$ cat config.mk
export PLATFORM = sky130hd
export DESIGN_NAME = velocity_slew_limiter_core
export DESIGN_NICKNAME = d
export VERILOG_FILES = /design/src/sv/velsl_pkg.sv /design/src/sv/velocity_slew_limiter_core.sv
export SDC_FILE = /design/constraint.sdc
export NUM_CORES = 2
export LEC_CHECK = 0
export BUFFER_PORTS_ARGS = -buffer_cell sky130_fd_sc_hd__buf_4
export CORE_ASPECT_RATIO = 1.2
export CORE_UTILIZATION = 30
export CTS_BUF_LIST = sky130_fd_sc_hd__clkbuf_16
export CTS_CLUSTER_DIAMETER = 50
export CTS_CLUSTER_SIZE = 14
export DETAILED_ROUTE_END_ITERATION = 8
export SLEW_MARGIN = 5
export SYNTH_ARGS = -nofsm -noshare
export SYNTH_HDL_FRONTEND = slang
export SYNTH_SLANG_ARGS = --single-unit
$ cat constraint.sdc
create_clock -name clock -period 12.22 [get_ports clock]
set_input_delay 1.222 -clock clock [delete_from_list [all_inputs] [get_ports clock]]
set_output_delay 1.222 -clock clock [all_outputs]
set_load 0.05 [all_outputs]
$ cat src/sv/velsl_pkg.sv
// Package for the velocity slew limiter: state codes, register indexes and widths.
// No dependencies; the core module imports it.
`default_nettype none

package velsl_pkg;

   // Register indexes on the csr port
   localparam int unsigned CSR_IDX_W = 3;
   localparam logic [CSR_IDX_W-1:0] REG_CMD_VEL_LIMIT     = 3'd0;
   localparam logic [CSR_IDX_W-1:0] REG_CMD_ANG_LIMIT     = 3'd1;
   localparam logic [CSR_IDX_W-1:0] REG_VEL_STEP          = 3'd2;
   localparam logic [CSR_IDX_W-1:0] REG_ANG_STEP          = 3'd3;
   localparam logic [CSR_IDX_W-1:0] REG_HW_VEL_LIMIT      = 3'd4;
   localparam logic [CSR_IDX_W-1:0] REG_HW_ANG_LIMIT      = 3'd5;
   localparam logic [CSR_IDX_W-1:0] REG_HW_DECEL_STEPS    = 3'd6;
   localparam logic [CSR_IDX_W-1:0] REG_CENTRIPETAL_LIMIT = 3'd7;

   localparam int unsigned CSR_DATA_W = 63;
   localparam int unsigned LIM_W      = 31;   // unsigned limits and steps
   localparam int unsigned VAL_W      = 32;   // signed Q16.16 velocities
   localparam int unsigned FLAG_W     = 5;

   // Flag bit positions
   localparam int unsigned FLG_VEL_LIM = 0;
   localparam int unsigned FLG_VEL_STP = 1;
   localparam int unsigned FLG_ANG_LIM = 2;
   localparam int unsigned FLG_ANG_STP = 3;
   localparam int unsigned FLG_CENTRI  = 4;

   // Shared clamp unit width: holds the 48-bit quotient with a sign
   localparam int unsigned CLAMP_W = 49;
   localparam int unsigned SEXT_W  = CLAMP_W - VAL_W;
   localparam int unsigned ZLIM_W  = CLAMP_W - LIM_W;

   // Radix-4 restoring divider: (limit << 16) / |ang|
   localparam int unsigned FRAC_W       = 16;
   localparam int unsigned DVD_W        = 48;
   localparam int unsigned DIV_BITS     = 2;
   localparam int unsigned DIV_ITERS    = DVD_W / DIV_BITS;
   localparam int unsigned DIV_CNT_W    = $clog2(DIV_ITERS);
   localparam int unsigned DVD_PAD_W    = DVD_W - LIM_W - FRAC_W;

   typedef enum logic [2:0] {
      ST_IDLE,
      ST_CMD_V,
      ST_CMD_W,
      ST_STP_V,
      ST_STP_W,
      ST_DIV,
      ST_BND,
      ST_FIN
   } velsl_state_type;

endpackage

`default_nettype wire

$ cat src/sv/velocity_slew_limiter_core.sv
// Velocity slew limiter core: sequencer, shared clamp unit and radix-4 divider.
// Depends on velsl_pkg.
`default_nettype none

// Each accepted req word is one control tick carrying a target linear and angular
// velocity (signed Q16.16). The target is clamped to the commanded limit, then the
// change from the stored smoothed value is clamped to a per-tick step (the hardware
// deceleration step applies while the stored speed is above the hardware limit).
// The linear value is then bounded by centripetal_limit / |previous angular speed|
// when that speed is nonzero. One rsp word carries both new velocities and five
// clamp flags. One shared 49-bit clamp unit performs the command and step clamps
// in turn; the centrifugal bound then runs a 2-bit-per-cycle divider and one more
// clamp. The divider and that clamp are skipped when the previous angular speed
// is zero. A finished item waits in the commit state while the rsp register still
// holds a word that has not been taken. req_ready is high only while the
// sequencer is idle, so a new req word is taken only after the last is committed.
// csr writes are always accepted and must only be issued while the block is idle.
module velocity_slew_limiter_core (
   input  wire logic                              clock,
   input  wire logic                              reset,
   // configuration
   input  wire logic                              csr_valid,
   output logic                                   csr_ready,
   input  wire logic [velsl_pkg::CSR_IDX_W-1:0]   csr_index,
   input  wire logic [velsl_pkg::CSR_DATA_W-1:0]  csr_data,
   // request
   input  wire logic                              req_valid,
   output logic                                   req_ready,
   input  wire logic signed [velsl_pkg::VAL_W-1:0] req_target_vel,
   input  wire logic signed [velsl_pkg::VAL_W-1:0] req_target_ang,
   // response
   output logic                                   rsp_valid,
   input  wire logic                              rsp_ready,
   output logic signed [velsl_pkg::VAL_W-1:0]     rsp_out_vel,
   output logic signed [velsl_pkg::VAL_W-1:0]     rsp_out_ang,
   output logic [velsl_pkg::FLAG_W-1:0]           rsp_limit_flags
);
   import velsl_pkg::*;

   // ---------------------------------------------------------------- registers
   velsl_state_type state_ff, state_in;

   logic [LIM_W-1:0]      cmd_vel_limit_ff, cmd_ang_limit_ff;
   logic [LIM_W-1:0]      vel_step_ff, ang_step_ff;
   logic [LIM_W-1:0]      hw_vel_limit_ff, hw_ang_limit_ff;
   logic [CSR_DATA_W-1:0] hw_decel_steps_ff;
   logic [LIM_W-1:0]      centripetal_limit_ff;

   logic signed [VAL_W-1:0] vel_smooth_ff, vel_smooth_in;
   logic signed [VAL_W-1:0] ang_smooth_ff, ang_smooth_in;

   // working copies of the tick being processed
   logic signed [VAL_W-1:0] v_ff, v_in;
   logic signed [VAL_W-1:0] w_ff, w_in;
   logic [FLAG_W-1:0]       flags_ff, flags_in;

   // divider
   logic [DVD_W-1:0]     dvd_ff, dvd_in;     // dividend shifts out, quotient shifts in
   logic [VAL_W-1:0]     rem_ff, rem_in;
   logic [DIV_CNT_W-1:0] cnt_ff, cnt_in;

   // response register
   logic                    rsp_valid_ff, rsp_valid_in;
   logic signed [VAL_W-1:0] rsp_vel_ff, rsp_vel_in;
   logic signed [VAL_W-1:0] rsp_ang_ff, rsp_ang_in;
   logic [FLAG_W-1:0]       rsp_flags_ff, rsp_flags_in;

   // ---------------------------------------------------------------- control
   logic req_take;     // req word accepted
   logic commit;       // results move to the rsp register and the smoothed state
   logic ang_nonzero;

   assign req_ready   = (state_ff == ST_IDLE);
   assign req_take    = req_valid && req_ready;
   assign commit      = (state_ff == ST_FIN) && (!rsp_valid_ff || rsp_ready);
   assign ang_nonzero = (ang_smooth_ff != '0);
   assign csr_ready   = 1'b1;

   // next state
   always_comb begin
      state_in = state_ff;
      unique case (state_ff)
         ST_IDLE:  if (req_valid) state_in = ST_CMD_V;
         ST_CMD_V: state_in = ST_CMD_W;
         ST_CMD_W: state_in = ST_STP_V;
         ST_STP_V: state_in = ST_STP_W;
         ST_STP_W: state_in = ang_nonzero ? ST_DIV : ST_FIN;
         ST_DIV:   if (cnt_ff == '0) state_in = ST_BND;
         ST_BND:   state_in = ST_FIN;
         ST_FIN:   if (commit) state_in = ST_IDLE;
         default:  state_in = ST_IDLE;
      endcase
   end

   // ---------------------------------------------------------------- step select
   // |smoothed| as unsigned; the most negative value maps to 2^31
   logic [VAL_W-1:0] vel_mag, ang_mag;
   logic [VAL_W-1:0] dv_sel, dw_sel;

   assign vel_mag = vel_smooth_ff[VAL_W-1] ? (~vel_smooth_ff + 1'b1) : vel_smooth_ff;
   assign ang_mag = ang_smooth_ff[VAL_W-1] ? (~ang_smooth_ff + 1'b1) : ang_smooth_ff;

   // hardware deceleration step replaces the normal one above the hardware limit
   assign dv_sel = (vel_mag > {1'b0, hw_vel_limit_ff}) ? hw_decel_steps_ff[VAL_W-1:0]
                                                       : {1'b0, vel_step_ff};
   assign dw_sel = (ang_mag > {1'b0, hw_ang_limit_ff})
                   ? {1'b0, hw_decel_steps_ff[CSR_DATA_W-1:VAL_W]}
                   : {1'b0, ang_step_ff};

   // ---------------------------------------------------------------- clamp unit
   // One shared unit: upper bound checked first, then lower.
   logic signed [CLAMP_W-1:0] cl_val, cl_lo, cl_hi, cl_res;
   logic                      cl_hit;
   logic signed [CLAMP_W-1:0] v_ext, w_ext, vs_ext, ws_ext, dv_ext, dw_ext, quo_ext;

   assign v_ext   = {{SEXT_W{v_ff[VAL_W-1]}}, v_ff};
   assign w_ext   = {{SEXT_W{w_ff[VAL_W-1]}}, w_ff};
   assign vs_ext  = {{SEXT_W{vel_smooth_ff[VAL_W-1]}}, vel_smooth_ff};
   assign ws_ext  = {{SEXT_W{ang_smooth_ff[VAL_W-1]}}, ang_smooth_ff};
   assign dv_ext  = {{SEXT_W{1'b0}}, dv_sel};
   assign dw_ext  = {{SEXT_W{1'b0}}, dw_sel};
   assign quo_ext = {1'b0, dvd_ff};

   always_comb begin
      cl_val = v_ext;
      cl_lo  = '0;
      cl_hi  = '0;
      unique case (state_ff)
         ST_CMD_V: begin
            cl_val = v_ext;
            cl_hi  = {{ZLIM_W{1'b0}}, cmd_vel_limit_ff};
            cl_lo  = -cl_hi;
         end
         ST_CMD_W: begin
            cl_val = w_ext;
            cl_hi  = {{ZLIM_W{1'b0}}, cmd_ang_limit_ff};
            cl_lo  = -cl_hi;
         end
         ST_STP_V: begin
            cl_val = v_ext;
            cl_hi  = vs_ext + dv_ext;
            cl_lo  = vs_ext - dv_ext;
         end
         ST_STP_W: begin
            cl_val = w_ext;
            cl_hi  = ws_ext + dw_ext;
            cl_lo  = ws_ext - dw_ext;
         end
         ST_BND: begin
            cl_val = v_ext;
            cl_hi  = quo_ext;
            cl_lo  = -quo_ext;
         end
         default: begin
            cl_val = v_ext;
            cl_hi  = v_ext;
            cl_lo  = v_ext;
         end
      endcase
   end

   always_comb begin
      priority if (cl_val > cl_hi) begin
         cl_res = cl_hi;
         cl_hit = 1'b1;
      end else if (cl_val < cl_lo) begin
         cl_res = cl_lo;
         cl_hit = 1'b1;
      end else begin
         cl_res = cl_val;
         cl_hit = 1'b0;
      end
   end

   // ---------------------------------------------------------------- divider step
   // Two restoring steps per cycle; remainder always stays below the divisor.
   logic [VAL_W-1:0] div_rem;
   logic [DVD_W-1:0] div_dvd;

   always_comb begin
      logic [VAL_W:0]   part;
      logic [VAL_W+1:0] diff;
      div_rem = rem_ff;
      div_dvd = dvd_ff;
      for (int i = 0; i < DIV_BITS; i++) begin
         part = {div_rem, div_dvd[DVD_W-1]};
         diff = {1'b0, part} - {2'b00, ang_mag};
         if (!diff[VAL_W+1]) begin
            div_rem = diff[VAL_W-1:0];
            div_dvd = {div_dvd[DVD_W-2:0], 1'b1};
         end else begin
            div_rem = part[VAL_W-1:0];
            div_dvd = {div_dvd[DVD_W-2:0], 1'b0};
         end
      end
   end

   // ---------------------------------------------------------------- datapath
   always_comb begin
      v_in          = v_ff;
      w_in          = w_ff;
      flags_in      = flags_ff;
      dvd_in        = dvd_ff;
      rem_in        = rem_ff;
      cnt_in        = cnt_ff;
      vel_smooth_in = vel_smooth_ff;
      ang_smooth_in = ang_smooth_ff;
      rsp_vel_in    = rsp_vel_ff;
      rsp_ang_in    = rsp_ang_ff;
      rsp_flags_in  = rsp_flags_ff;
      rsp_valid_in  = rsp_valid_ff && !rsp_ready;
      unique case (state_ff)
         ST_IDLE: begin
            if (req_take) begin
               v_in     = req_target_vel;
               w_in     = req_target_ang;
               flags_in = '0;
            end
         end
         ST_CMD_V: begin
            v_in                  = cl_res[VAL_W-1:0];
            flags_in[FLG_VEL_LIM] = cl_hit;
         end
         ST_CMD_W: begin
            w_in                  = cl_res[VAL_W-1:0];
            flags_in[FLG_ANG_LIM] = cl_hit;
         end
         ST_STP_V: begin
            v_in                  = cl_res[VAL_W-1:0];
            flags_in[FLG_VEL_STP] = cl_hit;
         end
         ST_STP_W: begin
            w_in                  = cl_res[VAL_W-1:0];
            flags_in[FLG_ANG_STP] = cl_hit;
            // load divider: centripetal_limit << 16
            dvd_in = {{DVD_PAD_W{1'b0}}, centripetal_limit_ff, {FRAC_W{1'b0}}};
            rem_in = '0;
            cnt_in = DIV_CNT_W'(DIV_ITERS - 1);
         end
         ST_DIV: begin
            dvd_in = div_dvd;
            rem_in = div_rem;
            cnt_in = cnt_ff - 1'b1;
         end
         ST_BND: begin
            v_in                 = cl_res[VAL_W-1:0];
            flags_in[FLG_CENTRI] = cl_hit;
         end
         ST_FIN: begin
            if (commit) begin
               vel_smooth_in = v_ff;
               ang_smooth_in = w_ff;
               rsp_vel_in    = v_ff;
               rsp_ang_in    = w_ff;
               rsp_flags_in  = flags_ff;
               rsp_valid_in  = 1'b1;
            end
         end
         default: begin
            v_in = v_ff;
         end
      endcase
   end

   // ---------------------------------------------------------------- csr writes
   always_ff @(posedge clock) begin
      if (reset) begin
         cmd_vel_limit_ff     <= '0;
         cmd_ang_limit_ff     <= '0;
         vel_step_ff          <= '0;
         ang_step_ff          <= '0;
         hw_vel_limit_ff      <= '1;
         hw_ang_limit_ff      <= '1;
         hw_decel_steps_ff    <= '0;
         centripetal_limit_ff <= '1;
      end else if (csr_valid && csr_ready) begin
         unique case (csr_index)
            REG_CMD_VEL_LIMIT:     cmd_vel_limit_ff     <= csr_data[LIM_W-1:0];
            REG_CMD_ANG_LIMIT:     cmd_ang_limit_ff     <= csr_data[LIM_W-1:0];
            REG_VEL_STEP:          vel_step_ff          <= csr_data[LIM_W-1:0];
            REG_ANG_STEP:          ang_step_ff          <= csr_data[LIM_W-1:0];
            REG_HW_VEL_LIMIT:      hw_vel_limit_ff      <= csr_data[LIM_W-1:0];
            REG_HW_ANG_LIMIT:      hw_ang_limit_ff      <= csr_data[LIM_W-1:0];
            REG_HW_DECEL_STEPS:    hw_decel_steps_ff    <= csr_data;
            REG_CENTRIPETAL_LIMIT: centripetal_limit_ff <= csr_data[LIM_W-1:0];
            default:               cmd_vel_limit_ff     <= cmd_vel_limit_ff;
         endcase
      end
   end

   // ---------------------------------------------------------------- state regs
   always_ff @(posedge clock) begin
      if (reset) begin
         state_ff      <= ST_IDLE;
         vel_smooth_ff <= '0;
         ang_smooth_ff <= '0;
         rsp_valid_ff  <= 1'b0;
      end else begin
         state_ff      <= state_in;
         vel_smooth_ff <= vel_smooth_in;
         ang_smooth_ff <= ang_smooth_in;
         rsp_valid_ff  <= rsp_valid_in;
      end
   end

   // payload, no reset
   always_ff @(posedge clock) begin
      v_ff         <= v_in;
      w_ff         <= w_in;
      flags_ff     <= flags_in;
      dvd_ff       <= dvd_in;
      rem_ff       <= rem_in;
      cnt_ff       <= cnt_in;
      rsp_vel_ff   <= rsp_vel_in;
      rsp_ang_ff   <= rsp_ang_in;
      rsp_flags_ff <= rsp_flags_in;
   end

   assign rsp_valid       = rsp_valid_ff;
   assign rsp_out_vel     = rsp_vel_ff;
   assign rsp_out_ang     = rsp_ang_ff;
   assign rsp_limit_flags = rsp_flags_ff;

   // ---------------------------------------------------------------- checks
`ifndef SYNTH
   // a fresh response only comes out of the commit state
   a_rsp_from_fin: assert property (@(posedge clock) disable iff (reset)
      $rose(rsp_valid_ff) |-> $past(state_ff == ST_FIN))
      else $error("rsp word raised outside commit");

   // centrifugal flag needs a nonzero previous angular speed
   a_centri_needs_ang: assert property (@(posedge clock) disable iff (reset)
      (state_ff == ST_BND) |-> ang_nonzero)
      else $error("centrifugal bound with zero angular speed");

   // a pending response always matches the stored smoothed pair
   a_rsp_matches_state: assert property (@(posedge clock) disable iff (reset)
      rsp_valid_ff |-> (rsp_vel_ff == vel_smooth_ff) && (rsp_ang_ff == ang_smooth_ff))
      else $error("rsp word differs from smoothed state");
`endif

endmodule

`default_nettype wire
---- After elaboration in Yosys (flattened, before gate mapping) ----
Cells that the tools add are included.
word-level totals
  flip-flop bits (word level) ............. 571
  output and inout port bits .............. 72
  word-level logic and storage cells ...... 133
operators by class
  $add $sub $neg .......................... 12
  $lt $le $gt $ge ......................... 4
  equality and inequality tests ........... 18
  mux-type cells .......................... 35
  bitwise logic cells ..................... 2
  reductions and logical operators ........ 37
operators with widths
  kind                     number
  $pmux W49 S5             2
  $mux W32                 9
  $pmux W32 S2             3
  $neg A31 Y49             2
  $pmux W48 S2             1
  $sub A33 B32 Y34         2
  $add A32 B1 Y32 const B  2
  $gt A32 B31 Y1           2
  $not A32 Y32             2
  $gt A49 B49 Y1           1
  $lt A49 B49 Y1           1
  $mux W49                 1
  $neg A48 Y49             1
  $add A32 B33 Y34         1
  $sub A32 B33 Y34         1
  $add A32 B32 Y33         1
  $sub A32 B32 Y33         1
  $reduce_and A2 Y1        16
  $reduce_bool A32 Y1      1
  $mux W31                 1
  $eq A3 B3 Y1 const B     8
  $pmux W3 S8              1
  $reduce_bool A2 Y1       8
  $eq A3 B2 Y1 const B     4
  18 further kinds         36

---- Logic depth before layout (Yosys ltp) ----
  depth after elaboration ................. 11
  gate-level depth with buffers ........... 47
  depth with buffers taken out ............ 43

---- Worst setup path before layout ----
OpenSTA, ideal clock, no wires.
  path kind ............................... reg-to-reg
  start ................................... register vel_smooth_ff[2]
  end ..................................... register w_ff[31] (data pin)
  arrival ................................. 9.768 ns
  path slack .............................. 2.191 ns
  cell stages (with the launch flop) ...... 42
  clock period less this slack ............ 10.029 ns
  path through ............................ dfxtp_1 > or3_1 > or3b_2 > or3_1 > inv_1 > nand2_1 > or2_2 > o21ai_0 > o21a_1 > xnor2_1 > ha_1 > a21o_1 > a21oi_1 > nor2_1 > a2111oi_0 > o211ai_1 > o21ai_2 > buf_6 > [... 6 more ...] > o31ai_1 > a21oi_1 > o31ai_1 > mux2_2 > o21ai_1 > buf_2 > a21oi_1 > ha_1 > nand4_1 > or4_1 > nor4_1 > o31ai_1 > o211ai_1 > o21a_1 > clkbuf_1 > clkbuf_1 > nor3_1 > a221o_1
on the way
  longest elaborated chain between the ends .. 11
ends and longest elaborated chain
  what                    RTL line                           text
  from (decl)             velocity_slew_limiter_core.sv:49   logic signed [VAL_W-1:0] vel_smooth_ff, vel_smooth_in;
  from (signal assigned)  velocity_slew_limiter_core.sv:300  vel_smooth_ff <= vel_smooth_in;
  $not A32 Y32            velocity_slew_limiter_core.sv:100  assign vel_mag = vel_smooth_ff[VAL_W-1] ? (~vel_smooth_ff + 1'b1) : vel_smooth_ff;
  $add A32 B1 Y32         velocity_slew_limiter_core.sv:100
  $mux W32                velocity_slew_limiter_core.sv:100
  $gt A32 B31 Y1          velocity_slew_limiter_core.sv:104  assign dv_sel = (vel_mag > {1'b0, hw_vel_limit_ff}) ? hw_decel_steps_ff[VAL_W-1:0]
  $mux W32                velocity_slew_limiter_core.sv:104
  $sub A32 B33 Y34        velocity_slew_limiter_core.sv:142  cl_lo = vs_ext - dv_ext;
  $pmux W49 S5            velocity_slew_limiter_core.sv:128  unique case (state_ff)
  $lt A49 B49 Y1          velocity_slew_limiter_core.sv:166  end else if (cl_val < cl_lo) begin
  $mux W32                velocity_slew_limiter_core.sv:166
  $mux W32 *              velocity_slew_limiter_core.sv:163  priority if (cl_val > cl_hi) begin
  $pmux W32 S2 *          velocity_slew_limiter_core.sv:212  unique case (state_ff)
  net w_in[31]            velocity_slew_limiter_core.sv:54   logic signed [VAL_W-1:0] w_ff, w_in;
  to (signal assigned)    velocity_slew_limiter_core.sv:309  w_ff <= w_in;
  to (decl)               velocity_slew_limiter_core.sv:54
The timed path passes the listed nets; every way through them passes the cells marked *.
A chain may end at the register's enable or synchronous reset.

---- Worst setup path after layout ----
  start ................................... register ang_smooth_ff[3]
  end ..................................... register w_ff[18] (data pin)
on the way
  longest elaborated chain between the ends .. 11
ends and longest elaborated chain
  what                    RTL line                           text
  from (decl)             velocity_slew_limiter_core.sv:50   logic signed [VAL_W-1:0] ang_smooth_ff, ang_smooth_in;
  from (signal assigned)  velocity_slew_limiter_core.sv:301  ang_smooth_ff <= ang_smooth_in;
  $not A32 Y32            velocity_slew_limiter_core.sv:101  assign ang_mag = ang_smooth_ff[VAL_W-1] ? (~ang_smooth_ff + 1'b1) : ang_smooth_ff;
  $add A32 B1 Y32         velocity_slew_limiter_core.sv:101
  $mux W32                velocity_slew_limiter_core.sv:101
  $gt A32 B31 Y1          velocity_slew_limiter_core.sv:106  assign dw_sel = (ang_mag > {1'b0, hw_ang_limit_ff})
  $mux W31                velocity_slew_limiter_core.sv:107  ? {1'b0, hw_decel_steps_ff[CSR_DATA_W-1:VAL_W]}
  $sub A32 B32 Y33        velocity_slew_limiter_core.sv:147  cl_lo = ws_ext - dw_ext;
  $pmux W49 S5            velocity_slew_limiter_core.sv:128
  $lt A49 B49 Y1          velocity_slew_limiter_core.sv:166
  $mux W32                velocity_slew_limiter_core.sv:166
  $mux W32 *              velocity_slew_limiter_core.sv:163
  $pmux W32 S2 *          velocity_slew_limiter_core.sv:212
  net w_in[18]            velocity_slew_limiter_core.sv:54
Marked as above.

==> results.toml <==
[flow_run]
drv_cap = 0

[timing]
hold_violations = 0
finalMaxSlewViolations = 0
finalClockSkew_ns = 0.0325
rsz0062_at_grt = "no"
min_period_ns = 11.65
relSlewSlack_pct = 11.2
fmax_ghz = 0.0858
timing.final.crit_share_pct = 95.4
finalSetupTns_ns = 0
setup_viol = 0
tightest_slew_ns = 1.32

[power]
p_seq_share_pct = 30.1
p_switching_w = 0.00343
leakage_nw = 20.9
power_density_mw_per_mm2 = 158
vdd_drop_max_mv = 0.107
internal_power_w = 0.00468
switching_share_pct = 42.2
p_clk_share_pct = 29.6
pwr-share-comb_pct = 40.4

[die]
initial_core_util_pct = 30.3
fp-row-count = 153
die_area_sq_mm = 0.149
core_region_area_sq_mm = 0.146
die_w_um = 352
io_pins = 207
die_h_um = 423

[yosys]
synthesis.nets = 6047
synthFlopType = "dfxtp_1"
synth.avg_cell_area_sq_um = 7.97
syn_inst = 5549
synth-edff-count = 223
syn_area_sq_mm = 0.0442
yosysWarningCount = 0
ys_seq_area_share_pct = 30.9
synth.distinct_cells = 110
synth-seq-cells = 571
ys_async_sr_fraction_pct = 0

[clocking]
ctsResizeCount = 0
cts_buffer_depth = 3
cts-root-buf = "clkbuf_16"
clock_latency_ns = 0.72
clk_pin_slew_ns = 0.07
numCtsBuffers = 80
cts_tree = "yes"
h-tree-depth = 3
cts_hold_buf = 0
post-cts-setup-buffers = 0
cts_sinks = 571

[route]
vias = 44000
drtAntennaViolNets = 0
wl_per_cell_um = 27.5
drtPass1Iterations = 8
drt_wl_total_um = 212000
drt_iter0_drc = 4925
drc = 0
avgViaCountPerCell = 5.70

[final_layout]
drive_gt1_share_pct = 13.7
fin_nets = 6201
layout_common_cells = "nand2_1, a21oi_1, buf_4"
finish.instance_area_sq_mm = 0.0515
regArea_sq_mm = 0.0137
num-fill-cells = 15200
final_common_cell = "nand2_1"
multiInputGateArea_sq_mm = 0.0285
syn_to_final_growth_pct = 16.4

[min_path]
hp-class = "reg2reg"

[global_routing]
grt_pass1_vias = 42000
grt-ovfl-total = 0
grt_antenna_before_repair = 15
track_usage_pct = 27.5
grt_pass1_wl_um = 299000
grt_max_degree = 109

[place]
dpl_cell_area_sq_mm = 0.0486
finalWeightedCongestion = 1.07
dp_hpwl_um = 161000
port_buffers = 205

[worst_setup_path]
slowest_stage = "or4_1"
worst-setup-path-type = "reg2reg"
endpoint_kind = "flip-flop"
cp_max_fo = 39
arrival_ns = 12.07
crit_buf_inv = 5
cpLargestDelayFamily = "compound AO/OA/AOI/OAI gates"
cp.required_ns = 12.64
crit_path_start_kind = "flip-flop"
slowest_delay_ns = 0.60

[outcome]
outcome = "completed"
## worst register-to-register path, delay by kind of cell, from the launching register on
family | cells | cell delay, ns
adder cells (fa/ha/maj) | 3 | 1.13
multiplexers | 2 | 0.83
XOR/XNOR | 1 | 0.17
AND/OR/NAND/NOR | 13 | 3.70
AO/OA/AOI/OAI | 15 | 4.18
buffers and inverters | 5 | 0.98
flip-flops | 1 | 0.39
## cells by family after synthesis
group / after synthesis / synth area share (%)
and+or+nand+nor: 2067 / 21.4
AOI/OAI and AO/OA: 1475 / 21.2
buffers and inverters: 582 / 5.18
DFF: 571 / 30.9
adders and majority gates: 363 / 10.4
xor gates and xnor gates: 278 / 5.52
muxes: 212 / 5.37
other: 1 / 0.00848
## metal layers
layer  up-vias  GRT usage, %  share of wire (%)
met5         -             0              0.033
met4        10          19.1                7.9
met3       565          5.39                8.4
met2      2060          44.2                 45
met1     21200          32.9                 38
li1      20100             -                  -
## final timing paths
kind	startpoint	endpoint	slack (ns)	cells past startpoint
worst min register to register	flags_ff[3]$_SDFFCE_PN0P_	rsp_limit_flags[3]$_DFFE_PP_	0.45	0
worst min-delay path	flags_ff[3]$_SDFFCE_PN0P_	rsp_limit_flags[3]$_DFFE_PP_	0.45	0
worst max register to register	ang_smooth_ff[3]$_SDFFE_PP0P_	w_ff[18]$_DFFE_PP_	0.57	39
worst max-delay path	ang_smooth_ff[3]$_SDFFE_PP0P_	w_ff[18]$_DFFE_PP_	0.57	39
## power by group through the flow
stage          clock [W]  combinational, W  sequential (W)
2_1_floorplan          0           0.00183         0.00227
3_3_place_gp           0           0.00313         0.00246
3_5_place_dp           0           0.00314         0.00245
4_1_cts          0.00243           0.00316         0.00241
5_1_grt          0.00250           0.00346         0.00242
6_report         0.00240           0.00327         0.00244
## sequential cells by signal, indices dropped and copies added, names as in the netlist, 31 cells and up
register	flops
hw_ang_limit_ff	31
cmd_ang_limit_ff	31
w_ff	32
hw_decel_steps_ff	63
dvd_ff	48
hw_vel_limit_ff	31
vel_step_ff	31
cmd_vel_limit_ff	31
ang_step_ff	31
rsp_out_vel	32
vel_smooth_ff	32
rsp_out_ang	32
centripetal_limit_ff	31
rem_ff	32
v_ff	32
ang_smooth_ff	32
## synthesized netlist by cell type (41+ instances only)
cell type	instances	area, sq um
nand2b_1	55	344
nor3_1	93	465
or3_1	41	257
nor4_1	42	263
inv_1	212	796
dfxtp_1	348	6970
a21o_1	72	541
clkbuf_1	261	980
mux2_2	86	968
nand4_1	53	332
edfxtp_1	223	6700
nand2_1	1070	4020
nor2_1	364	1370
a211oi_1	53	398
xor2_1	75	657
o21ai_0	222	1110
a211o_1	41	359
nand3_1	87	435
a21oi_1	583	2920
xnor2_1	202	1770
o31ai_1	62	465
ha_1	357	4470
mux2i_1	93	931
o21a_1	45	338
nor2b_1	49	307
nand3b_1	67	503
## metrics by stage
step,instances,util [%],power (W),setup WS [ns],hold WS (ns)
after floorplan,5549,-,0.00410,2.19,0.400
after global placement,7558,33.4,0.00558,0.581,0.440
after detailed placement,7558,33.4,0.00560,0.257,0.437
after CTS,7707,35.3,0.00800,0.234,0.451
after global routing,7707,35.3,0.00838,0.0473,0.454
final,7717,35.3,0.00811,0.567,0.447
## area by class of cell
class                   instances  area share [%]
repair buffers                411            6.23
inverters                     243            1.78
diodes                         10          0.0486
well taps                    1937            4.71
multi-input cells            4396            55.4
flip-flops and latches        571            26.6
clock buffers                  86            4.18
clock inverters                63            1.13
(Power assumes the default switching activity.)
